### src/rtl/core/timer_min_heap_scheduler_macros.svh
// Assertion macros for the timer heap scheduler.
// Used by the top level; no other dependencies.
`ifndef TIMER_MIN_HEAP_SCHEDULER_MACROS_SVH
`define TIMER_MIN_HEAP_SCHEDULER_MACROS_SVH
`ifndef ASSERT_OFF
`define ASSERT_IMPLY(label, clk, rst, a, b) \
  label: assert property (@(posedge clk) disable iff (rst) (a) |-> (b)) else $error("%m");
`define ASSERT_NEXT(label, clk, rst, a, b) \
  label: assert property (@(posedge clk) disable iff (rst) (a) |=> (b)) else $error("%m");
`else
`define ASSERT_IMPLY(label, clk, rst, a, b)
`define ASSERT_NEXT(label, clk, rst, a, b)
`endif
`endif

### src/rtl/core/tmhs_pkg.sv
// Types and constants for the timer heap scheduler.
// No dependencies.
`default_nettype none
package tmhs_pkg;
  localparam logic [1:0] KIND_START = 2'd0;
  localparam logic [1:0] KIND_STOP = 2'd1;
  localparam logic [1:0] KIND_REARM = 2'd2;
  localparam logic [1:0] KIND_EXPIRE = 2'd3;

  localparam logic [2:0] ST_OK = 3'd0;
  localparam logic [2:0] ST_FULL = 3'd1;
  localparam logic [2:0] ST_NOT_FOUND = 3'd2;
  localparam logic [2:0] ST_ID_ZERO = 3'd3;
  localparam logic [2:0] ST_EXPIRED = 3'd4;

  localparam int MAX_POPS = 16;

  typedef struct packed {
    logic [1:0]  kind;
    logic [15:0] timer_id;
    logic [31:0] deadline;
    logic [31:0] period;
    logic [31:0] now_time;
  } req_t;

  typedef struct packed {
    logic [15:0] result_id;
    logic [2:0]  status;
    logic [4:0]  pending_count;
    logic        has_pending;
    logic [31:0] next_wait;
    logic        last;
  } rsp_t;

  // controller -> datapath
  typedef enum logic [3:0] {
    OP_NONE = 4'd0,
    OP_LOAD = 4'd1,   // latch request
    OP_INSERT = 4'd2, // write new entry at tail, start sift up
    OP_UP = 4'd3,     // one sift-up step
    OP_DOWN = 4'd4,   // one sift-down step
    OP_SEARCH = 4'd5, // one search step
    OP_REMOVE = 4'd6, // move tail into found slot
    OP_REARM = 4'd7,  // rewrite deadline at found slot
    OP_POP = 4'd8,    // move tail to root, keep popped entry
    OP_REINS = 4'd9,  // reinsert popped periodic entry
    OP_EMIT = 4'd10,  // form result
    OP_SRCH_INIT = 4'd11,
    OP_RESTART_UP = 4'd12
  } op_t;

  typedef struct packed {
    op_t        op;
    logic [2:0] status;
    logic       use_pop_id;
    logic       last;
  } cmd_t;

  // datapath -> controller
  typedef struct packed {
    logic [1:0] kind;
    logic       full;
    logic       id_zero;
    logic       found;
    logic       search_done;
    logic       up_done;
    logic       down_done;
    logic       due;
    logic       pop_periodic;
    logic       empty;
  } sts_t;
endpackage
`default_nettype wire

### src/rtl/core/tmhs_outbuf.sv
// Result register for the timer heap scheduler: holds one result until taken.
// Depends on tmhs_pkg.
`default_nettype none
module tmhs_outbuf
  import tmhs_pkg::*;
(
  input  wire logic clk,
  input  wire logic rst,
  input  wire logic in_valid,
  input  wire rsp_t in_rsp,
  output logic      out_valid,
  input  wire logic out_stall,
  output rsp_t      out_rsp
);
  always_ff @(posedge clk) begin
    if (rst) out_valid <= 1'b0;
    else if (in_valid) out_valid <= 1'b1;
    else if (!out_stall) out_valid <= 1'b0;
  end

  always_ff @(posedge clk) begin
    if (in_valid) out_rsp <= in_rsp;
  end
endmodule
`default_nettype wire

### config.mk
export PLATFORM = sky130hd
export DESIGN_NAME = tmhs_outbuf
export DESIGN_NICKNAME = d
export VERILOG_FILES = /design/src/rtl/core/timer_min_heap_scheduler_macros.svh /design/src/rtl/core/tmhs_pkg.sv /design/src/rtl/core/tmhs_outbuf.sv
export SDC_FILE = /design/constraint.sdc
export NUM_CORES = 1
export LEC_CHECK = 0
export ABC_AREA = 1
export BUFFER_PORTS_ARGS = -buffer_cell sky130_fd_sc_hd__buf_2
export CAP_MARGIN = 0
export CORE_MARGIN = 5
export CORE_UTILIZATION = 43
export DETAILED_ROUTE_END_ITERATION = 16
export PLACE_DENSITY = 0.83
export SKIP_LAST_GASP = 1
export SYNTH_ARGS = -nofsm -noshare
export SYNTH_HDL_FRONTEND = slang
export SYNTH_SLANG_ARGS = --single-unit
### constraint.sdc
create_clock -name clk -period 1.1 [get_ports clk]
set_input_delay 0.22 -clock clk [delete_from_list [all_inputs] [get_ports clk]]
set_output_delay 0.22 -clock clk [all_outputs]
set_load 0.03 [all_outputs]
==> results of run 1 <==
-- synthesized netlist by cell type --
cell type / instances / share of area
nand2_1: 1 / 0.0021
edfxtp_1: 58 / 0.98
dfxtp_1: 1 / 0.011
a21oi_2: 1 / 0.0049
inv_1: 1 / 0.0021
-- placed cells by master (no fill, tap or decap) --
master | netlist | final
buf_4 | 0 | 5
nand2_1 | 1 | 1
inv_1 | 1 | 1
buf_12 | 0 | 1
clkbuf_1 | 0 | 1
clkbuf_8 | 0 | 9
clkinv_2 | 0 | 2
buf_2 | 0 | 69
dfxtp_1 | 1 | 1
buf_6 | 0 | 47
a21oi_2 | 1 | 1
clkinv_1 | 0 | 3
edfxtp_1 | 58 | 58
-- logic make-up (layout without fill, tap and decap cells) --
logic type | Yosys count | in the layout | synth area share
buffers and inverters | 1 | 138 | 0.002109
flip-flops | 59 | 59 | 0.9909
AO/OA/AOI/OAI | 1 | 1 | 0.004927
AND/OR/NAND/NOR | 1 | 1 | 0.002109
-- power groups by stage --
| stage | clock network [mW] | logic, mW | registers [mW] |
|---|---|---|---|
| floorplan | 0 | 0.00360 | 3.13 |
| global placement | 0 | 0.689 | 2.74 |
| detailed placement | 0 | 0.700 | 2.75 |
| CTS | 1.55 | 0.777 | 2.73 |
| global route | 1.69 | 0.907 | 2.76 |
| finish | 1.53 | 0.871 | 2.75 |
-- repair_timing --
action	4_1_cts	5_1_grt
resized for setup	46	77
pin swaps	0	0
setup endpoints to repair	26	49
-- layout make-up --
| cell class | instances | area (sq um) |
|---|---|---|
| fillers | 252 | 1079 |
| repair buffers | 122 | 932.1 |
| clock inverters | 5 | 21.27 |
| flip-flops and latches | 59 | 1762 |
| clock buffers | 10 | 127.6 |
| well taps | 50 | 62.56 |
| multi-input cells | 2 | 12.51 |
| inverters | 1 | 3.754 |
-- worst paths after layout --
kind	startpoint	endpoint	slack (ns)	depth (start not counted)
max	out_rsp[33]	out_rsp[33]	-0.02	1
min	rst	out_valid	0.07	2
min reg2reg	out_valid	out_valid	0.50	2
max reg2reg	out_valid	out_valid	0.46	2
-- through the flow --
| stage | setup WS (ns) | TNS (ns) | cells |
|---|---|---|---|
| 4_1_cts | -0.03123 | -0.1183 | 249 |
| 5_1_grt | -0.04229 | -0.8339 | 249 |
| 6_report | -0.02122 | -0.03991 | 249 |
| 3_5_place_dp | 0.1412 | 0 | 234 |
| 2_1_floorplan | 0.3440 | 0 | 62 |
| 3_3_place_gp | 0.1868 | 0 | 234 |
-- routing by layer --
metal	wire length [um]	part of all wire	track usage
met5	0	0	0
met4	79	0.016	0.08893
met3	730	0.14	0.1149
met2	2719	0.54	0.2589
met1	1534	0.30	0.1451
-- sequential cells by signal (all words and copies together), names as in the netlist --
name,cells
out_rsp,58
out_valid,1
==> impl_metrics.py, run 1 <==
metrics = {
    "die": {
        "ios": 121,
        "die_y_um": 74.30,
        "die_width_um": 74.30,
        "start_util": 0.4445,
        "num_rows": 23,
        "die_area_sq_mm": 0.005520,
        "coreArea_sq_mm": 0.004000,
    },
    "critical_path": {
        "critPathLaunchType": "flip-flop",
        "cp_num_buf_inv": 1,
        "critPathMaxStageDelay_ns": 0.41,
        "critPathCaptureType": "output pin",
        "cp_cell_sequence": "buf_6",
        "arrival_ns": 0.90,
        "cp_max_fo": 1,
        "cp.required_ns": 0.88,
        "cp_top_family": "flip-flops",
        "crit_path_top_delay_cell": "edfxtp_1",
        "path_class": "reg2out",
    },
    "clocking": {
        "clock_latency_ns": 0.31,
        "cts_tree": "yes",
        "htreeDepth": 3,
        "cts.sinks": 59,
        "cts.path.max_buffers": 2,
        "cts-buffers-inserted": 9,
        "clk_pin_slew_ns": 0.06,
        "postCtsSetupBuffers": 0,
        "cts_root_buf": "clkbuf_8",
        "hold_buffers": 0,
    },
    "drt": {
        "wl_per_cell_um": 20.33,
        "ant_nets": 0,
        "routed_via_density": 4.550,
        "initialDrtViolationCount": 104,
        "drtPass1Iterations": 4,
        "detail_route.wirelength_um": 5063,
        "via_count": 1133,
        "drc": 0,
    },
    "power": {
        "pwr-share-clk": 0.297,
        "vdd_drop_max_mv": 1.135,
        "p_int_mw": 3.805,
        "power_density_mw_per_mm2": 1764,
        "comb_power_share": 0.169,
        "pwr-share-seq": 0.534,
        "p_sw_frac": 0.2616,
        "p_total_mw": 5.153,
        "leakagePower_nw": 1.252,
        "p_sw_mw": 1.348,
    },
    "finish": {
        "nNetsFinal": 257,
        "diodes": 0,
        "stdcell_area_sq_mm": 0.002922,
        "final_util": 0.7304,
        "area_growth_pct": 64.32,
        "drive_gt1_frac": 0.6734,
    },
    "timing": {
        "hold_viol": 0,
        "rsz0062_at_grt": "yes",
        "period_share": 1.019,
        "setup_slack_ns": -0.02122,
        "maxSlewViolCount": 0,
        "finClkSkew_ns": 0,
        "period_minus_slack_ns": 1.121,
        "fmax_mhz": 891.9,
        "hold_ws_ns": 0.06803,
        "finalSetupViolCount": 6,
        "worstMarginPinSlew_ns": 0.2567,
        "relSlewSlack": 0.8289,
    },
    "yosys": {
        "synth_warnings": 0,
        "synth_area_sq_mm": 0.001778,
        "postSynthAreaPerCell_sq_um": 28.68,
        "yosys.cell_types.count": 5,
        "ys_ff_latch": 59,
        "synth_nets": 124,
        "syn_inst": 62,
        "ys_seq_area_frac": 0.9909,
    },
    "hold_path": {
        "hp-class": "in2reg",
    },
    "outcome": {
        "status": "finished, violations left",
        "violations": "negative setup slack",
    },
    "placed_design": {
        "placed_area_sq_mm": 0.002469,
        "io_buffers": 120,
        "gp_congestion": 0.6922,
    },
    "global_route": {
        "antenna_found_initial": 0,
        "grt_pass1_wl_um": 5961,
        "grt_max_degree": 40,
        "grt_pass1_vias": 1223,
        "grt_overflow_total": 0,
        "grt_use_total": 0.1593,
    },
    "run": {
        "drv_cap": 0,
    },
}
Power figures use the tool's default switching activity.
==> inputs of run 2 (changes only) <==
==> constraint.sdc (replaced) <==
create_clock -name clk -period 1.1 [get_ports clk]
set_input_delay 0.11 -clock clk [delete_from_list [all_inputs] [get_ports clk]]
set_output_delay 0.11 -clock clk [all_outputs]
set_load 0.03 [all_outputs]
==> run 2 against run 1 <==
  * The run now ends clean
  * Worst setup slack better by 0.079 ns
  * Routed wire length is 18% higher
  * Non-clock buffer count is 59 higher
  * Critical path depth stayed put
  * First-iteration DRC count is 61% lower
  * Clock skew stayed put
  * Clock-buffer cell count is 1 lower
  * Hold slack worse by 0.010 ns
  * Fmax is 7.6% higher
  * Utilization is 8.7 points higher
  * Critical path type unchanged
  * Highest routed layer unchanged
==> impl_metrics.py, run 2 (synthesis gave the netlist of run 1 again) <==
metrics = {
    "outcome": {
        "status": "completed",
    },
    "critical_path": {
        "critPathMaxStageDelay_ns": 0.41,
        "r2r_cells": 2,
        "cp.required_ns": 0.99,
        "crit_path_top_delay_cell": "edfxtp_1",
        "cp_num_buf_inv": 1,
        "cp_top_family": "flip-flops",
        "critPathCaptureType": "output pin",
        "cp_cell_sequence": "buf_2",
        "path_class": "reg2out",
        "cp_max_fo": 1,
        "cp.depth": 1,
        "critPathLaunchType": "flip-flop",
        "arrival_ns": 0.93,
    },
    "global_route": {
        "grt_max_degree": 42,
        "antenna_found_initial": 0,
        "grt_pass1_wl_um": 8362,
        "grt_use_total": 0.2221,
        "grt_pass1_vias": 1532,
        "grt_overflow_total": 0,
    },
    "die": {
        "die_area_sq_mm": 0.005520,
        "coreArea_sq_mm": 0.004000,
        "die_y_um": 74.30,
        "num_rows": 23,
        "die_width_um": 74.30,
        "ios": 121,
        "start_util": 0.4445,
    },
    "placed_design": {
        "placed_area_sq_mm": 0.002469,
        "io_buffers": 120,
        "gp_congestion": 0.6628,
        "dp.cells": 234,
        "dp_slack_ns": 0.2908,
    },
    "power": {
        "power_density_mw_per_mm2": 1735,
        "leakagePower_nw": 1.422,
        "vdd_drop_max_mv": 1.267,
        "pwr-share-seq": 0.480,
        "p_total_mw": 5.676,
        "p_sw_frac": 0.2508,
        "p_int_mw": 4.253,
        "pwr-share-clk": 0.364,
        "comb_power_share": 0.156,
        "p_sw_mw": 1.423,
    },
    "finish": {
        "stdcell_area_sq_mm": 0.003271,
        "layout_commonest_cell": "buf_2",
        "drive_gt1_frac": 0.5310,
        "nNetsFinal": 316,
        "largest_register_ffs": 58,
        "multi_input_area_sq_um": 12.51,
        "fill_cells": 191,
        "seq_area_sq_mm": 0.001762,
        "top_regs": "out_rsp x58, out_valid x1",
        "area_growth_pct": 83.96,
        "top_register": "out_rsp",
        "stdcell_count": 308,
        "layout_common_cells": "buf_2, dlygate4sd3_1, edfxtp_1",
        "diodes": 0,
    },
    "clocking": {
        "htreeDepth": 3,
        "cts_root_buf": "clkbuf_8",
        "cts-buffers-inserted": 9,
        "clock_latency_ns": 0.31,
        "cts.path.max_buffers": 2,
        "clk_pin_slew_ns": 0.07,
        "cts_tree": "yes",
        "cts.sinks": 59,
    },
    "timing": {
        "period_share": 0.9474,
        "setup_tns_ns": 0,
        "maxSlewViolCount": 0,
        "rsz0062_at_grt": "no",
        "period_minus_slack_ns": 1.042,
        "finalSetupViolCount": 0,
        "fmax_mhz": 959.6,
        "worstMarginPinSlew_ns": 0.2416,
        "hold_viol": 0,
        "finClkSkew_ns": 0,
        "relSlewSlack": 0.8390,
        "setup_slack_ns": 0.05791,
    },
    "drt": {
        "initialDrtViolationCount": 41,
        "detail_route.wirelength_um": 5969,
        "drtPass1Iterations": 5,
        "drc": 0,
        "routed_via_density": 4.519,
        "via_count": 1392,
        "ant_nets": 0,
        "wl_per_cell_um": 19.38,
    },
    "hold_path": {
        "min_delay_path_depth": 3,
        "hp-class": "in2reg",
    },
    "run": {
        "drv_cap": 0,
    },
}
[run 2: changes by cell type in the layout (fill, tap and decap cells not counted), sizes merged]
cell	before	now
clkbuf	10	9
clkinvlp	0	1
dlygate4sd3	0	59
bufinv	0	2
clkinv	5	3
[run 2: what timing repair did]
action,4_1_cts,5_1_grt
hold endpoints to repair,59,0
hold buffers,59,0
setup buffers,0,0
resized for setup,2,0
endpoints found under the setup margin,1,0
[run 2: worst paths after layout]
| check | start | to | slack [ns] |
|---|---|---|---|
| min reg2reg | out_valid | out_valid | 0.49 |
| max reg2reg | out_valid | out_valid | 0.50 |
| min | out_stall | out_valid | 0.06 |
| max | out_rsp[47] | out_rsp[47] | 0.06 |
[run 2: metrics by stage]
step | util | hold slack [ns]
2_1_floorplan | - | 0.1724
3_3_place_gp | 0.6171 | 0.2696
3_5_place_dp | 0.6171 | 0.2826
6_report | 0.8176 | 0.05807
4_1_cts | 0.8176 | 0.01991
5_1_grt | 0.8176 | 0.04979
[run 2: layout make-up]
cell class | count | area share
well taps | 50 | 0.01913
clock buffers | 9 | 0.03787
multi-input cells | 2 | 0.003826
flip-flops and latches | 59 | 0.5386
repair buffers | 181 | 0.3745
inverters | 1 | 0.001148
clock inverters | 6 | 0.02487
[run 2: per-layer routing]
metal  GRT usage  vias to the layer above  part of all wire
met2      0.3907                      100              0.52
li1            -                      632                 -
met4     0.06719                        0             0.017
met5           0                        -                 0
met1      0.2306                      650              0.33
met3      0.1162                       10              0.14
[run 2: power groups by stage]
stage / Clock, mW / Combinational (mW) / Sequential, mW
floorplan: 0 / 0.00360 / 3.13
global placement: 0 / 0.691 / 2.74
detailed placement: 0 / 0.701 / 2.75
CTS: 2.09 / 0.871 / 2.71
global route: 2.18 / 0.923 / 2.73
finish: 2.07 / 0.885 / 2.72
