File: src/rtl/core/timer_min_heap_scheduler_macros.svh
// Assertion macros for the timer heap scheduler.
// Used by the top level; no other dependencies.
`ifndef TIMER_MIN_HEAP_SCHEDULER_MACROS_SVH
`define TIMER_MIN_HEAP_SCHEDULER_MACROS_SVH
`ifndef ASSERT_OFF
`define ASSERT_IMPLY(label, clk, rst, a, b) \
  label: assert property (@(posedge clk) disable iff (rst) (a) |-> (b)) else $error("%m");
`define ASSERT_NEXT(label, clk, rst, a, b) \
  label: assert property (@(posedge clk) disable iff (rst) (a) |=> (b)) else $error("%m");
`else
`define ASSERT_IMPLY(label, clk, rst, a, b)
`define ASSERT_NEXT(label, clk, rst, a, b)
`endif
`endif

File: src/rtl/core/tmhs_pkg.sv
// Types and constants for the timer heap scheduler.
// No dependencies.
`default_nettype none
package tmhs_pkg;
  localparam logic [1:0] KIND_START = 2'd0;
  localparam logic [1:0] KIND_STOP = 2'd1;
  localparam logic [1:0] KIND_REARM = 2'd2;
  localparam logic [1:0] KIND_EXPIRE = 2'd3;

  localparam logic [2:0] ST_OK = 3'd0;
  localparam logic [2:0] ST_FULL = 3'd1;
  localparam logic [2:0] ST_NOT_FOUND = 3'd2;
  localparam logic [2:0] ST_ID_ZERO = 3'd3;
  localparam logic [2:0] ST_EXPIRED = 3'd4;

  localparam int MAX_POPS = 16;

  typedef struct packed {
    logic [1:0]  kind;
    logic [15:0] timer_id;
    logic [31:0] deadline;
    logic [31:0] period;
    logic [31:0] now_time;
  } req_t;

  typedef struct packed {
    logic [15:0] result_id;
    logic [2:0]  status;
    logic [4:0]  pending_count;
    logic        has_pending;
    logic [31:0] next_wait;
    logic        last;
  } rsp_t;

  // controller -> datapath
  typedef enum logic [3:0] {
    OP_NONE = 4'd0,
    OP_LOAD = 4'd1,   // latch request
    OP_INSERT = 4'd2, // write new entry at tail, start sift up
    OP_UP = 4'd3,     // one sift-up step
    OP_DOWN = 4'd4,   // one sift-down step
    OP_SEARCH = 4'd5, // one search step
    OP_REMOVE = 4'd6, // move tail into found slot
    OP_REARM = 4'd7,  // rewrite deadline at found slot
    OP_POP = 4'd8,    // move tail to root, keep popped entry
    OP_REINS = 4'd9,  // reinsert popped periodic entry
    OP_EMIT = 4'd10,  // form result
    OP_SRCH_INIT = 4'd11,
    OP_RESTART_UP = 4'd12
  } op_t;

  typedef struct packed {
    op_t        op;
    logic [2:0] status;
    logic       use_pop_id;
    logic       last;
  } cmd_t;

  // datapath -> controller
  typedef struct packed {
    logic [1:0] kind;
    logic       full;
    logic       id_zero;
    logic       found;
    logic       search_done;
    logic       up_done;
    logic       down_done;
    logic       due;
    logic       pop_periodic;
    logic       empty;
  } sts_t;
endpackage
`default_nettype wire

File: src/rtl/core/tmhs_control.sv
// Command sequencer for the timer heap scheduler.
// Depends on tmhs_pkg.
`default_nettype none
module tmhs_control
  import tmhs_pkg::*;
(
  input  wire logic clk,
  input  wire logic rst,
  input  wire logic in_valid,
  output logic      in_stall,
  input  wire logic out_busy,
  input  wire sts_t sts,
  output cmd_t      cmd
);
  typedef enum logic [10:0] {
    S_IDLE   = 11'b00000000001,
    S_DEC    = 11'b00000000010,
    S_UP     = 11'b00000000100,
    S_SEARCH = 11'b00000001000,
    S_REMOVE = 11'b00000010000,
    S_DOWN   = 11'b00000100000,
    S_UP2    = 11'b00001000000,
    S_REARM  = 11'b00010000000,
    S_POPCHK = 11'b00100000000,
    S_POPDN  = 11'b01000000000,
    S_OUT    = 11'b10000000000
  } state_t;

  state_t state, state_next;
  logic [2:0] status, status_next;
  logic use_pop, use_pop_next;
  logic [4:0] pops, pops_next;
  logic after_out, after_out_next; // 1: return to pop check after output
  logic up_then_down, up_then_down_next;
  logic emit_pending_next;

  always_comb begin
    state_next = state;
    status_next = status;
    use_pop_next = use_pop;
    pops_next = pops;
    after_out_next = after_out;
    up_then_down_next = up_then_down;
    emit_pending_next = 1'b0;
    cmd = '{op: OP_NONE, status: status, use_pop_id: use_pop, last: 1'b0};
    in_stall = 1'b1;
    case (state)
      S_IDLE: begin
        in_stall = 1'b0;
        if (in_valid) begin
          cmd.op = OP_LOAD;
          state_next = S_DEC;
          pops_next = '0;
          use_pop_next = 1'b0;
          after_out_next = 1'b0;
        end
      end
      S_DEC: begin
        case (sts.kind)
          KIND_START: if (sts.full) begin
            status_next = ST_FULL;
            emit_pending_next = 1'b1;
          end else begin
            status_next = ST_OK;
            cmd.op = OP_INSERT;
            up_then_down_next = 1'b0;
            state_next = S_UP;
          end
          KIND_STOP, KIND_REARM: if (sts.id_zero) begin
            status_next = ST_ID_ZERO;
            emit_pending_next = 1'b1;
          end else begin
            cmd.op = OP_SRCH_INIT;
            state_next = S_SEARCH;
          end
          default: state_next = S_POPCHK;
        endcase
      end
      S_SEARCH: begin
        cmd.op = OP_SEARCH;
        if (sts.found) begin
          status_next = ST_OK;
          state_next = (sts.kind == KIND_STOP) ? S_REMOVE : S_REARM;
        end else if (sts.search_done) begin
          status_next = ST_NOT_FOUND;
          emit_pending_next = 1'b1;
        end
      end
      S_REMOVE: begin
        cmd.op = OP_REMOVE;
        up_then_down_next = 1'b0;
        state_next = S_DOWN;
      end
      S_REARM: begin
        cmd.op = OP_REARM;
        up_then_down_next = 1'b1;
        state_next = S_UP;
      end
      S_UP: begin
        cmd.op = OP_UP;
        if (sts.up_done) begin
          if (up_then_down) state_next = S_DOWN;
          else emit_pending_next = 1'b1;
        end
      end
      S_DOWN: begin
        cmd.op = OP_DOWN;
        if (sts.down_done) begin
          if (sts.kind == KIND_STOP) begin
            state_next = S_UP2;
          end else if (sts.kind == KIND_EXPIRE) begin
            state_next = S_POPDN;
          end else emit_pending_next = 1'b1;
        end
      end
      S_UP2: begin
        cmd.op = OP_UP;
        if (sts.up_done) emit_pending_next = 1'b1;
      end
      S_POPCHK: begin
        if (pops != 5'(MAX_POPS) && sts.due) begin
          cmd.op = OP_POP;
          pops_next = pops + 5'd1;
          use_pop_next = 1'b1;
          status_next = ST_EXPIRED;
          state_next = S_DOWN;
        end else if (pops == '0) begin
          status_next = ST_OK;
          use_pop_next = 1'b0;
          after_out_next = 1'b0;
          emit_pending_next = 1'b1;
        end else begin
          state_next = S_IDLE;
        end
      end
      S_POPDN: begin
        if (sts.pop_periodic) begin
          cmd.op = OP_REINS;
          up_then_down_next = 1'b0;
          after_out_next = 1'b1;
          state_next = S_UP;
        end else begin
          after_out_next = 1'b1;
          emit_pending_next = 1'b1;
        end
      end
      S_OUT: begin
        if (!out_busy) begin
          cmd.op = OP_EMIT;
          // last unless another pop follows on the same heap state
          cmd.last = !after_out || (pops == 5'(MAX_POPS)) || !sts.due;
          state_next = after_out ? S_POPCHK : S_IDLE;
        end
      end
      default: state_next = S_IDLE;
    endcase
    if (emit_pending_next) state_next = S_OUT;
  end

  always_ff @(posedge clk) begin
    if (rst) begin
      state <= S_IDLE;
      status <= ST_OK;
      use_pop <= 1'b0;
      pops <= '0;
      after_out <= 1'b0;
      up_then_down <= 1'b0;
    end else begin
      state <= state_next;
      status <= status_next;
      use_pop <= use_pop_next;
      pops <= pops_next;
      after_out <= after_out_next;
      up_then_down <= up_then_down_next;
    end
  end
endmodule
`default_nettype wire

File: config.mk
export PLATFORM = sky130hd
export DESIGN_NAME = tmhs_control
export DESIGN_NICKNAME = d
export VERILOG_FILES = /design/src/rtl/core/timer_min_heap_scheduler_macros.svh /design/src/rtl/core/tmhs_pkg.sv /design/src/rtl/core/tmhs_control.sv
export SDC_FILE = /design/constraint.sdc
export NUM_CORES = 1
export LEC_CHECK = 0
export ABC_AREA = 0
export BUFFER_PORTS_ARGS = -buffer_cell sky130_fd_sc_hd__buf_2
export CAP_MARGIN = 20
export CORE_MARGIN = 2
export CORE_UTILIZATION = 55
export DETAILED_ROUTE_END_ITERATION = 10
export PLACE_DENSITY = 0.88
export SETUP_SLACK_MARGIN = 0.2
export SLEW_MARGIN = 20
export SYNTH_ARGS = -nofsm -noshare
export SYNTH_HDL_FRONTEND = slang
export SYNTH_SLANG_ARGS = --single-unit
File: constraint.sdc
create_clock -name clk -period 3.9 [get_ports clk]
set_clock_uncertainty 0.1 [all_clocks]
set_input_delay 0.78 -clock clk [delete_from_list [all_inputs] [get_ports clk]]
set_output_delay 0.78 -clock clk [all_outputs]
set_load 0.02 [all_outputs]
==> results of run 1 <==
==> placed cells by master, fill, tap and decap left out, types with 3 or more instances in the layout <==
cell type / n
clkbuf_4: 3
nor4_1: 8
buf_4: 4
buf_2: 23
nand2b_1: 6
ha_1: 5
dfxtp_1: 22
nor3b_1: 3
or4_1: 5
o211ai_1: 5
inv_1: 13
and2_1: 3
nand3_1: 10
or3_1: 11
nor2b_1: 4
a21oi_1: 18
nor4b_1: 3
or4b_2: 3
nand4_1: 7
nor2_1: 11
nand2_1: 11
o21ai_0: 11
a211oi_1: 4
nor3_1: 3
o22ai_1: 3
==> kinds of logic after synthesis <==
family	after synthesis
AND/OR/NAND/NOR	100
flip-flops	22
adder cells (fa/ha/maj)	5
buffers and inverters	28
XOR/XNOR	3
multiplexers	3
AO/OA/AOI/OAI	62
==> power groups by stage <==
stage               logic [mW]  registers, mW  clock network (mW)
floorplan                0.353          0.258                   0
global route             0.477          0.286               0.147
CTS                      0.430          0.280               0.136
finish                   0.446          0.280               0.134
detailed placement       0.427          0.285                   0
global placement         0.422          0.285                   0
==> path summary, 6_finish.rpt <==
kind                                 end                    from  cells after the start  slack [ns]
setup / recovery                  cmd[8]   state[4]$_SDFFE_PP0P_                      6        0.56
hold / removal    status[2]$_SDFFE_PP0P_  status[2]$_SDFFE_PP0P_                      2        0.38
setup reg to reg    pops[4]$_SDFFE_PP0P_   state[4]$_SDFFE_PP0P_                      5        1.38
hold reg to reg   status[2]$_SDFFE_PP0P_  status[2]$_SDFFE_PP0P_                      2        0.38
==> registers in the layout, indices dropped and copies added (netlist names) <==
signal        count
after_out         1
pops              5
state            11
status            3
up_then_down      1
use_pop           1
==> routing by layer <==
layer | vias to the layer above | global-route usage (%) | part of all wire (%)
met5 | - | 0 | 0
met2 | 120 | 40.68 | 43
li1 | 885 | - | -
met1 | 840 | 39.95 | 44
met3 | 25 | 4.762 | 8.4
met4 | 0 | 12.70 | 4.0
==> worst reg2reg max path, stage by stage (launching register included) <==
cell,delay (ns)
dfxtp_1,0.42
or4_1,0.65
nor4_2,0.43
a22oi_1,0.29
or3_1,0.41
a21oi_1,0.15
==> per-stage QoR <==
step / setup WS [ns] / hold WS [ns] / power [mW] / utilization, %
finish: 0.5601 / 0.3834 / 0.8606 / 61.94
global placement: 0.7597 / 0.3596 / 0.7071 / 60.74
floorplan: 1.004 / 0.3439 / 0.6103 / -
detailed placement: 0.7517 / 0.3662 / 0.7114 / 60.74
global route: 0.4319 / 0.4160 / 0.9109 / 61.94
CTS: 0.5894 / 0.3844 / 0.8448 / 61.94
==> final cells by class <==
cell class	count	area, um2	area share [%]
multi-input combinational	173	1150	61.31
tap	44	55.05	2.935
sequential	22	440.4	23.48
inverter	13	48.80	2.602
clock buffer	4	36.28	1.935
timing repair buffer	27	145.1	7.738
==> qor.txt, run 1 <==
status - finished clean
WP data arrival - 2.46 ns
number of flops mapped to enable cells by yosys - 0
clock latency on the worst-skew pair - 0.32 ns
std cell rows - 20
maxcap violations - 0
crit-path max FO - 9
Period Utilization, post-route - 85.64%
hpwl dp - 3548 um
Int Power - 0.4727 mW
initial core utilization - 56.90%
DRT Pass-1 Iters - 5
initial antenna violation count - 0
Synth cell types - 56
top-count cell post-synth - dfxtp_1
# placed instances - 279
CTS Buf Count - 3
Crit-path slowest cell - or4_1
commonest cells in the netlist - dfxtp_1 (22), a21oi_1 (18), inv_1 (13)
WL final - 4699 um
Seq/Total Area, Yosys - 25.56%
cts-stage hold buffer count - 0
Sw Ratio - 45.08%
antenna viol nets, final - 0
Final Max Slew Viols - 0
Reg clk slew, reported paths - 0.14 ns
CTS tree - done
Primary FF master, synth - dfxtp_1
CTS Sinks - 22
Post-Synth Simple-Gate Area - 35.58%
cell mode on critical path - or3_1
crit start category - register
capturing element type of the critical path - output pin
Combinational Power Share - 51.9%
die area - 3596 um2
Crit path required time - 3.02 ns
Non-Filler Instances - 283
sequential share of power - 32.6%
detailed-route via count - 1870
Sw Pwr - 0.3879 mW
synth warn - 0
global route total overflow - 0
Vias/cell - 6.608
cells after synthesis - 223
Post-Synth Adder-Cell Area - 3.631%
xor/xnor share of the synthesized area - 1.525%
first-pass GRT wire length - 7576 um
Die Ht - 59.97 um
Worst Tran Pin Value - 0.6592 ns
synthesis-stage register bit count - 22
main combinational cell family by area after synthesis - simple AND/OR/NAND/NOR gates
Ant. Diodes - 0
post-route minimum period - 3.340 ns
CTS HTree Levels - 1
setup violators final - 0
share of post-route cells with drive strength above 1 - 18.83%
Yosys top cell area share - 25.56%
number of port buffers - 23
Fmax - 0.2994 GHz
initial drt markers - 148
Crit path max-delay family - simple AND/OR/NAND/NOR gates
total track usage - 27.95%
Async S/R FF share, synth - 0%
Clock Power Share - 15.5%
die width - 59.97 um
Post-CTS Resized - 0
Compound-Gate Fraction of Synth Area - 24.18%
final instance area - 1876 um2
setup bufs post-CTS - 0
CP bufs+invs - 1
unrepaired setup endpoints after global routing - no
Nets - 260
Fillers - 283
Min-Delay Path Class - reg -> reg
routability cong. - 0.9527
io pins - 25
Syn Nets - 243
Area after DPL - 1839 um2
Final Hold Vio Count - 0
cells along the critical path - or4_1 > or3_1 > nor2_1 > a21o_1 > or3_1 > buf_2
# DRC - 0
Post-Route Setup TNS - 0 ns
Slowest Stage Delay on Critical Path - 0.65 ns
Syn Area/Cell - 7.726 um2
Core Box Area - 3028 um2
mapped cell area - 1723 um2
synth-to-layout area growth - 8.860%
mux contribution to synthesized area - 1.816%
Pleak - 0.7199 nW
wire per inst - 16.60 um
number of global-route vias before repair - 1613
ranking of synthesized cells by area - dfxtp_1 (26%), a21oi_1 (5.2%), or3_1 (4.0%), ha_1 (3.6%), o21ai_0 (3.2%)
pwr/cell area - 458.9 nW/um2
Worst Path Class, Setup - reg -> out
VDD IR max - 0.4061 mV
largest net degree at the start of global routing - 13
clk buf depth - 2
largest area contributor in the netlist - dfxtp_1
Slew HR - 55.43%
CTS Root Cell - clkbuf_4
(Power assumes the default switching activity.)
==> run 2, diff against run 1 <==
CORE_UTILIZATION = 50   (was 55)
PLACE_DENSITY = 0.82   (was 0.88)
==> qor.txt, run 2 (same netlist as run 1, synthesis figures left out) <==
capturing element type of the critical path - output pin
Post-Route Setup TNS - 0 ns (unchanged)
pwr/cell area - 480.7 nW/um2 (+4.8%)
Ant. Diodes - 0 (unchanged)
DRT Pass-1 Iters - 6 (+1)
largest net degree at the start of global routing - 16 (+3)
hpwl dp - 3612 um (+1.8%)
# DRC - 0 (unchanged)
Fin Hold WS - 0.3843 ns (+0.0008630 ns)
number of port buffers - 23 (unchanged)
final instance area - 1894 um2 (+1.0%)
initial core utilization - 52.04% (-4.9 points)
antenna viol nets, final - 0 (unchanged)
CTS Root Cell - clkbuf_4
Fmax - 0.2972 GHz (-0.73%)
Crit path required time - 3.02 ns (about the same)
RR Startpoint - pops[0]$_SDFFE_PP0P_
Period Utilization, post-route - 86.27% (+0.63 points)
CTS Buf Count - 3 (unchanged)
Min-Delay Path Class - reg -> reg
Final Max Slew Viols - 0 (unchanged)
die width - 62.70 um (+4.6%)
CP bufs+invs - 1 (unchanged)
Crit-path slowest cell - or4_4
initial antenna violation count - 0 (unchanged)
CTS tree - done
detailed-route via count - 1877 (+0.37%)
Post-CTS Resized - 0 (unchanged)
total track usage - 25.56% (-2.4 points)
max reg flops - 11 (unchanged)
worst hold endpoint - status[1]$_SDFFE_PP0P_
io pins - 25 (unchanged)
setup bufs post-CTS - 0 (unchanged)
Final Hold Vio Count - 0 (unchanged)
Reg clk slew, reported paths - 0.14 ns (about the same)
wire per inst - 16.99 um (+2.3%)
Clock Power Share - 20.5% (+5.0 points)
WP data arrival - 2.48 ns (+0.02 ns)
std cell rows - 21 (+5.0%)
Worst Min Path Start - status[1]$_SDFFE_PP0P_
CTS Sinks - 22 (unchanged)
share of post-route cells with drive strength above 1 - 18.83% (unchanged)
Fillers - 335 (+18%)
clock latency on the worst-skew pair - 0.33 ns (about the same)
cells along the critical path - or4_4 > or3_1 > nor2_1 > a21o_1 > or3_1 > buf_2
maxcap violations - 0 (unchanged)
Worst Tran Pin Value - 0.6779 ns (+0.01867 ns)
die area - 3931 um2 (+9.3%)
routability cong. - 0.9895 (+3.9%)
VDD IR max - 0.2940 mV (-28%)
top flop regs - state: 11 flops, pops: 5 flops, status: 3 flops
Vias/cell - 6.586 (-0.33%)
Int Power - 0.5193 mW (+9.9%)
Slew HR - 54.17% (-1.3 points)
global route total overflow - 0 (unchanged)
Largest Register - state
clk buf depth - 2 (unchanged)
unrepaired setup endpoints after global routing - no
status - finished clean
crit-path max FO - 9 (unchanged)
Slowest Stage Delay on Critical Path - 0.61 ns (-0.04 ns)
CTS HTree Levels - 1 (unchanged)
sequential share of power - 31.1% (-1.5 points)
Core Box Area - 3311 um2 (+9.3%)
Sw Ratio - 42.97% (-2.1 points)
cell mode on critical path - or3_1
Area after DPL - 1842 um2 (+0.14%)
Worst Path Class, Setup - reg -> out
Die Ht - 62.70 um (+4.6%)
most common library cell in the layout ignoring fill and taps - buf_2
commonest non-fill, non-tap cells in the layout - buf_2 (23), dfxtp_1 (22), a21oi_1 (18), inv_1 (13)
Min-Delay Path Depth - 2 (unchanged)
Pleak - 0.7268 nW (+0.96%)
Combinational Power Share - 48.4% (-3.5 points)
Sw Pwr - 0.3913 mW (+0.87%)
R2R cell count - 7 (+2)
initial drt markers - 142 (-4.1%)
setup violators final - 0 (unchanged)
cts-stage hold buffer count - 0 (unchanged)
synth-to-layout area growth - 9.949%
number of global-route vias before repair - 1710 (+6.0%)
WL final - 4843 um (+3.1%)
Crit path max-delay family - simple AND/OR/NAND/NOR gates
post-route minimum period - 3.364 ns (+0.02448 ns)
first-pass GRT wire length - 8073 um (+6.6%)
crit start category - register
Nets - 260 (unchanged)
Reg2Reg Capture Point - state[5]$_SDFFE_PP0P_
Reg2Reg Setup Slack - 1.26 ns (-0.12 ns)
## run 2: power groups by stage
| stage | clock (mW) | combinational, mW | sequential (mW) |
|---|---|---|---|
| finish | 0.186 | 0.441 | 0.283 |
| global route | 0.193 | 0.475 | 0.288 |
| CTS | 0.185 | 0.429 | 0.281 |
| detailed placement | 0 | 0.427 | 0.285 |
| global placement | 0 | 0.423 | 0.285 |
| floorplan | 0 | 0.353 | 0.258 |
## run 2: tightest hold or removal path, cell delays in order (launching register included)
cell and delay, ns:
dfxtp_1 0.33, o21ai_0 0.06, a21oi_1 0.06
## run 2: per-layer routing
| layer | GRT usage, % | vias up | share of wire [%] |
|---|---|---|---|
| met5 | 0 | - | 0 |
| li1 | - | 882 | - |
| met3 | 2.703 | 24 | 10 |
| met4 | 11.94 | 0 | 3.9 |
| met1 | 34.49 | 844 | 41 |
| met2 | 40.99 | 127 | 45 |
## run 2: how the worst max path moves through the flow
stage	end	start	slack (ns)	depth (start not counted)
2_1_floorplan	cmd[0]	state[0]$_SDFFE_PP1P_	1.00	4
3_5_place_dp	cmd[6]	sts[9]	0.70	7
6_report	cmd[8]	state[0]$_SDFFE_PP1P_	0.54	6
3_3_place_gp	cmd[6]	sts[9]	0.71	7
4_1_cts	cmd[8]	state[4]$_SDFFE_PP0P_	0.58	6
5_1_grt	cmd[8]	state[4]$_SDFFE_PP0P_	0.46	6
## run 2: final cells by class
cell class | instances | area, um2 | area share (%)
Clock inverter | 1 | 30.03 | 1.585
Multi-Input combinational cell | 173 | 1150 | 60.70
Inverter | 13 | 48.80 | 2.576
Clock buffer | 3 | 22.52 | 1.189
Timing Repair Buffer | 27 | 145.1 | 7.662
Sequential cell | 22 | 440.4 | 23.25
Tap cell | 46 | 57.56 | 3.038
## run 2: metrics by stage
step | std cells | utilization, % | total power [mW] | worst slack [ns]
after floorplan | 223 | - | 0.6103 | 1.004
after detailed placement | 281 | 55.63 | 0.7118 | 0.7022
after global routing | 285 | 57.22 | 0.9562 | 0.4624
after CTS | 285 | 57.22 | 0.8948 | 0.5816
after global placement | 281 | 55.63 | 0.7082 | 0.7113
final | 285 | 57.22 | 0.9106 | 0.5356
